[src/rtl/csrgt_pkg.sv]
`timescale 1ns / 1ps
// ----------------------------------------------------------------------------
// csrgt_pkg
// Shared constants, codes and controller/datapath handshake types.
// ----------------------------------------------------------------------------
package csrgt_pkg;

   localparam int MAX_VERTICES = 1024;
   localparam int MAX_EDGES    = 4096;

   localparam int VID_W   = 10;   // vertex id
   localparam int CNT_W   = 13;   // edge counts, offsets, indexes
   localparam int NCFG_W  = 11;   // vertex count register
   localparam int EADDR_W = 12;   // edge store address
   localparam int OADDR_W = 11;   // offset store address
   localparam int MODE_W  = 3;
   localparam int STS_W   = 3;

   localparam logic [MODE_W-1:0] MODE_CLEAR    = 3'd0;
   localparam logic [MODE_W-1:0] MODE_ADD      = 3'd1;
   localparam logic [MODE_W-1:0] MODE_BUILD    = 3'd2;
   localparam logic [MODE_W-1:0] MODE_RD_OFFS  = 3'd3;
   localparam logic [MODE_W-1:0] MODE_RD_LIST  = 3'd4;

   localparam logic [STS_W-1:0] ST_OK     = 3'd0;
   localparam logic [STS_W-1:0] ST_FULL   = 3'd1;
   localparam logic [STS_W-1:0] ST_BAD_ID = 3'd2;
   localparam logic [STS_W-1:0] ST_ORDER  = 3'd3;
   localparam logic [STS_W-1:0] ST_PHASE  = 3'd4;
   localparam logic [STS_W-1:0] ST_INDEX  = 3'd5;

   typedef struct packed {
      logic take;
      logic exec_clear;
      logic add_rd;
      logic add_wr;
      logic rd_issue;
      logic bld_fail;
      logic pre_init;
      logic pre_rd;
      logic pre_wr;
      logic sc_init;
      logic sc_rd_edge;
      logic sc_rd_cur;
      logic sc_wr;
      logic bld_done;
      logic finish;
      logic clr_step;
   } cmd_type;

   typedef struct packed {
      logic [MODE_W-1:0] mode;
      logic              sts_ok;
      logic              pre_done;
      logic              sc_done;
      logic              clr_last;
      logic              rsp_free;
   } stat_type;

endpackage

[src/rtl/csrgt_ctrl.sv]
`timescale 1ns / 1ps
// ----------------------------------------------------------------------------
// csrgt_ctrl
// Sequencer for command execution, build passes and degree clearing.
// ----------------------------------------------------------------------------
module csrgt_ctrl (
   input  logic               clock,
   input  logic               reset,
   input  logic               req_valid,
   output logic               req_ready,
   input  csrgt_pkg::stat_type stat,
   output csrgt_pkg::cmd_type  cmd
);
   import csrgt_pkg::*;

   localparam logic [3:0] S_CLR    = 4'd0;
   localparam logic [3:0] S_IDLE   = 4'd1;
   localparam logic [3:0] S_EXEC   = 4'd2;
   localparam logic [3:0] S_ADD_WR = 4'd3;
   localparam logic [3:0] S_PRE_RD = 4'd4;
   localparam logic [3:0] S_PRE_WR = 4'd5;
   localparam logic [3:0] S_SC_E   = 4'd6;
   localparam logic [3:0] S_SC_C   = 4'd7;
   localparam logic [3:0] S_SC_W   = 4'd8;
   localparam logic [3:0] S_FIN    = 4'd9;

   logic [3:0] state_ff, state_in;

   always_ff @(posedge clock) begin
      if (reset) begin
         state_ff <= S_CLR;
      end else begin
         state_ff <= state_in;
      end
   end

   assign req_ready = (state_ff == S_IDLE);

   always_comb begin
      cmd      = '0;
      state_in = state_ff;
      unique case (state_ff)
         S_CLR: begin
            cmd.clr_step = 1'b1;
            if (stat.clr_last) begin
               state_in = S_IDLE;
            end
         end
         S_IDLE: begin
            if (req_valid) begin
               cmd.take = 1'b1;
               state_in = S_EXEC;
            end
         end
         S_EXEC: begin
            state_in = S_FIN;
            unique case (stat.mode)
               MODE_CLEAR: cmd.exec_clear = 1'b1;
               MODE_ADD: begin
                  if (stat.sts_ok) begin
                     cmd.add_rd = 1'b1;
                     state_in   = S_ADD_WR;
                  end
               end
               MODE_BUILD: begin
                  if (stat.sts_ok) begin
                     cmd.pre_init = 1'b1;
                     state_in     = S_PRE_RD;
                  end else begin
                     cmd.bld_fail = 1'b1;
                  end
               end
               MODE_RD_OFFS, MODE_RD_LIST: cmd.rd_issue = stat.sts_ok;
               default: ;
            endcase
         end
         S_ADD_WR: begin
            cmd.add_wr = 1'b1;
            state_in   = S_FIN;
         end
         S_PRE_RD: begin
            if (stat.pre_done) begin
               cmd.sc_init = 1'b1;
               state_in    = S_SC_E;
            end else begin
               cmd.pre_rd = 1'b1;
               state_in   = S_PRE_WR;
            end
         end
         S_PRE_WR: begin
            cmd.pre_wr = 1'b1;
            state_in   = S_PRE_RD;
         end
         S_SC_E: begin
            if (stat.sc_done) begin
               cmd.bld_done = 1'b1;
               state_in     = S_FIN;
            end else begin
               cmd.sc_rd_edge = 1'b1;
               state_in       = S_SC_C;
            end
         end
         S_SC_C: begin
            cmd.sc_rd_cur = 1'b1;
            state_in      = S_SC_W;
         end
         S_SC_W: begin
            cmd.sc_wr = 1'b1;
            state_in  = S_SC_E;
         end
         S_FIN: begin
            if (stat.rsp_free) begin
               cmd.finish = 1'b1;
               state_in   = (stat.mode == MODE_CLEAR) ? S_CLR : S_IDLE;
            end
         end
         default: state_in = S_IDLE;
      endcase
   end
endmodule

[config.mk]
export PLATFORM = sky130hd
export DESIGN_NAME = csrgt_ctrl
export DESIGN_NICKNAME = d
export VERILOG_FILES = /design/src/rtl/csrgt_pkg.sv /design/src/rtl/csrgt_ctrl.sv
export SDC_FILE = /design/constraint.sdc
export NUM_CORES = 1
export LEC_CHECK = 0
export BUFFER_PORTS_ARGS = -buffer_cell sky130_fd_sc_hd__buf_2
export CAP_MARGIN = 20
export CORE_AREA = 2 2 40 42
export DETAILED_ROUTE_END_ITERATION = 12
export DIE_AREA = 0 0 42 44
export PLACE_DENSITY = 0.69
export SLEW_MARGIN = 20
export SYNTH_ARGS = -nofsm -noshare
export SYNTH_HDL_FRONTEND = slang
export SYNTH_SLANG_ARGS = --single-unit
[constraint.sdc]
create_clock -name clock -period 1.43 [get_ports clock]
set_input_delay 0.2145 -clock clock [delete_from_list [all_inputs] [get_ports clock]]
set_output_delay 0.2145 -clock clock [all_outputs]
set_load 0.005 [all_outputs]
==> out/qor.txt <==
global route total overflow: 0
RSZ-0062 raised after global routing: true
detailed-route DRC error count: 0
CP endpoint kind: primary output
Placer Congestion: 0.7733
initial antenna violation count: 0
Cell Area, Synth: 533.0 µm²
Startpoint Class: flip-flop
PwrDens: 556.3 mW/mm²
IO Pins: 28
layout overhead on the synthesized area: 100.2%
Finished Cell Area: 0.001067 mm²
Initial Utilization: 37.57%
max reg flops: 4
Worst EP arrival: 1.41 ns
worst setup path start: state_ff[0]$_SDFFE_PP0P_
# H-tree levels: 1
outcome: finished, violations left
global-route usage over all layers: 19.91%
violated checks: negative setup slack
placed inst area: 795.8 µm²
post-synthesis sequential area ratio: 15.02%
row count: 14
Async SR Flop Fraction: 0%
WHS Path Cells: 2
HP Start: reset
leak pwr: 0.5009 nW
largest reg by FF count: state_ff
Clock Skew: 0.006584 ns
fin. max-slew vios: 0
Min-Delay Path Class: in -> reg
top flop regs: state_ff (4)
Clock Tree Buf Depth: 2
clock-pin slew on the worst setup and hold paths: 0.04 ns
CP Class: reg -> out
Synth Flop Type: dfxtp_1
endpoints failing hold: 0
DRT iter0 DRCs: 10
Die Footprint: 0.001848 mm²
Synth Net Count: 83
number of CTS-inserted buffers: 3
synth warn: 0
critical path peak fanout: 4
Setup TNS: -1.553 ns
layout cells sized above 1: 68.25%
hpwl dp: 1278 µm
via density per instance: 5.415
Avg WL per Cell: 13.80 µm
post-synth cell types: 32
Hold-fix buffers, CTS: 0
first-pass GRT wire length: 2870 µm
number of synthesized flops with an enable pin: 0
number of global-route vias before repair: 661
CP required: 1.22 ns
CTS root buf: clkbuf_4
Final nets: 139
I/O Buffers: 27
Core ar.: 0.001419 mm²
TritonCTS clock tree: built
vias: 769
Syn Area/Cell: 7.403 µm²
Antenna Nets Post-Route: 0
setup violators final: 14
Clock Latency Late Sink: 0.23 ns
Max Clock Freq: 616.6 MHz
Slew @ Worst Pin: 0.3490 ns
Final Routed Wirelength: 1960 µm
cells on worst reg2reg path: 6
Gate Count Post-Synth: 72
CTS Sinks: 4
MaxCap Viol Count: 0
Max transition margin: 76.68%
Die Height: 44 µm
final worst slack: -0.1917 ns
Final min period: 1.622 ns
Critical R2R Launch: state_ff[0]$_SDFFE_PP0P_
part of the cycle the worst path needs: 113.4%
#FFs+latches synth: 4
Antenna diodes: 0
First-pass DRT Iterations: 4
Peak VDD IR: 341.2 µV
largest net degree at the start of global routing: 9
chip width: 42 µm
-- cells by family after synthesis --
kind of cell | after synthesis | share of synthesized area, %
xor gates and xnor gates | 1 | 1.643
and+or+nand+nor | 41 | 51.64
buffers and inverters | 10 | 8.921
DFF | 4 | 15.02
AOI/OAI and AO/OA | 16 | 22.77
-- cells in the mapped netlist, types with 2 or more instances --
| master | instances | share of area [%] |
|---|---|---|
| and2_1 | 2 | 2.3 |
| nand2_1 | 4 | 2.8 |
| nor3b_1 | 4 | 5.6 |
| nor4b_1 | 2 | 3.3 |
| inv_1 | 5 | 3.5 |
| nor2b_1 | 2 | 2.3 |
| buf_2 | 2 | 1.9 |
| nor2_1 | 8 | 5.6 |
| nor4_1 | 2 | 2.3 |
| nor4b_4 | 2 | 8.9 |
| nand3b_1 | 2 | 2.8 |
| nor3_1 | 5 | 4.7 |
| nand2b_1 | 3 | 3.5 |
| dfxtp_1 | 4 | 15 |
| o21ai_0 | 3 | 2.8 |
| clkbuf_1 | 2 | 1.4 |
| a21oi_1 | 5 | 4.7 |
-- worst paths after layout --
kind,end,slack (ns)
max,cmd[13],-0.19
min,state_ff[0]$_SDFFE_PP0P_,0.19
max reg2reg,state_ff[0]$_SDFFE_PP0P_,0.02
min reg2reg,state_ff[1]$_SDFFE_PP0P_,0.65
-- cells in the final DEF, fill, tap and decap left out, types with 2 or more instances in the layout --
cell,instances
buf_2,26
buf_4,19
buf_6,10
nor2_1,6
inv_1,5
a21oi_1,5
nand2_1,4
dfxtp_4,4
nor4b_4,3
clkbuf_4,3
nor3_2,2
nand3b_1,2
nor3b_2,2
nand2b_4,2
nor3b_1,2
nor3_1,2
o21ai_0,2
nor2b_1,2
-- stage by stage --
step | power, W | util [%] | hold WS, ns | worst slack [ns] | instances
after floorplan | 0.0002484 | - | 0.2762 | 0.02061 | 72
after global placement | 0.0003638 | 56.08 | 0.4374 | 0.006219 | 128
after detailed placement | 0.0003673 | 56.08 | 0.4399 | -0.04153 | 128
after CTS | 0.0005439 | 66.67 | 0.1906 | -0.1896 | 137
after global routing | 0.0006355 | 75.22 | 0.1965 | -0.2483 | 142
final | 0.0005937 | 75.22 | 0.1937 | -0.1917 | 142
-- final cells by class --
| class | count | area [µm²] |
|---|---|---|
| multi-input combinational | 58 | 510.5 |
| inverter | 5 | 18.77 |
| tap | 16 | 20.02 |
| sequential | 4 | 95.09 |
| clock buffer | 3 | 22.52 |
| timing repair buffer | 56 | 400.4 |
| fill | 107 | 351.6 |
-- worst max-delay path: stages, from the launching register on --
cell,delay [ns]
dfxtp_4,0.36
nor4b_4,0.31
nand2_2,0.12
nor4b_4,0.23
buf_2,0.15
-- where the power goes --
part | internal [W] | switching, W | total [W] | leakage, nW
clock network | 0.0000938 | 0.0000449 | 0.000139 | 0.0138
registers | 0.000120 | 0.0000213 | 0.000141 | 0.0355
logic | 0.000168 | 0.000146 | 0.000314 | 0.452
-- what timing repair did --
item,4_1_cts,5_1_grt
setup buffers,6,6
endpoints found under the setup margin,17,18
gates resized for setup,21,19
pin swaps,2,7
endpoints found under the hold margin,0,0
-- layer usage --
layer	track usage [%]	part of all wire [%]	up-vias
met5	0	0	-
met4	3.871	0.41	0
met3	2.917	5.8	2
met2	38.13	57	36
met1	23.50	37	364
li1	-	-	367
Power figures use the tool's default switching activity.
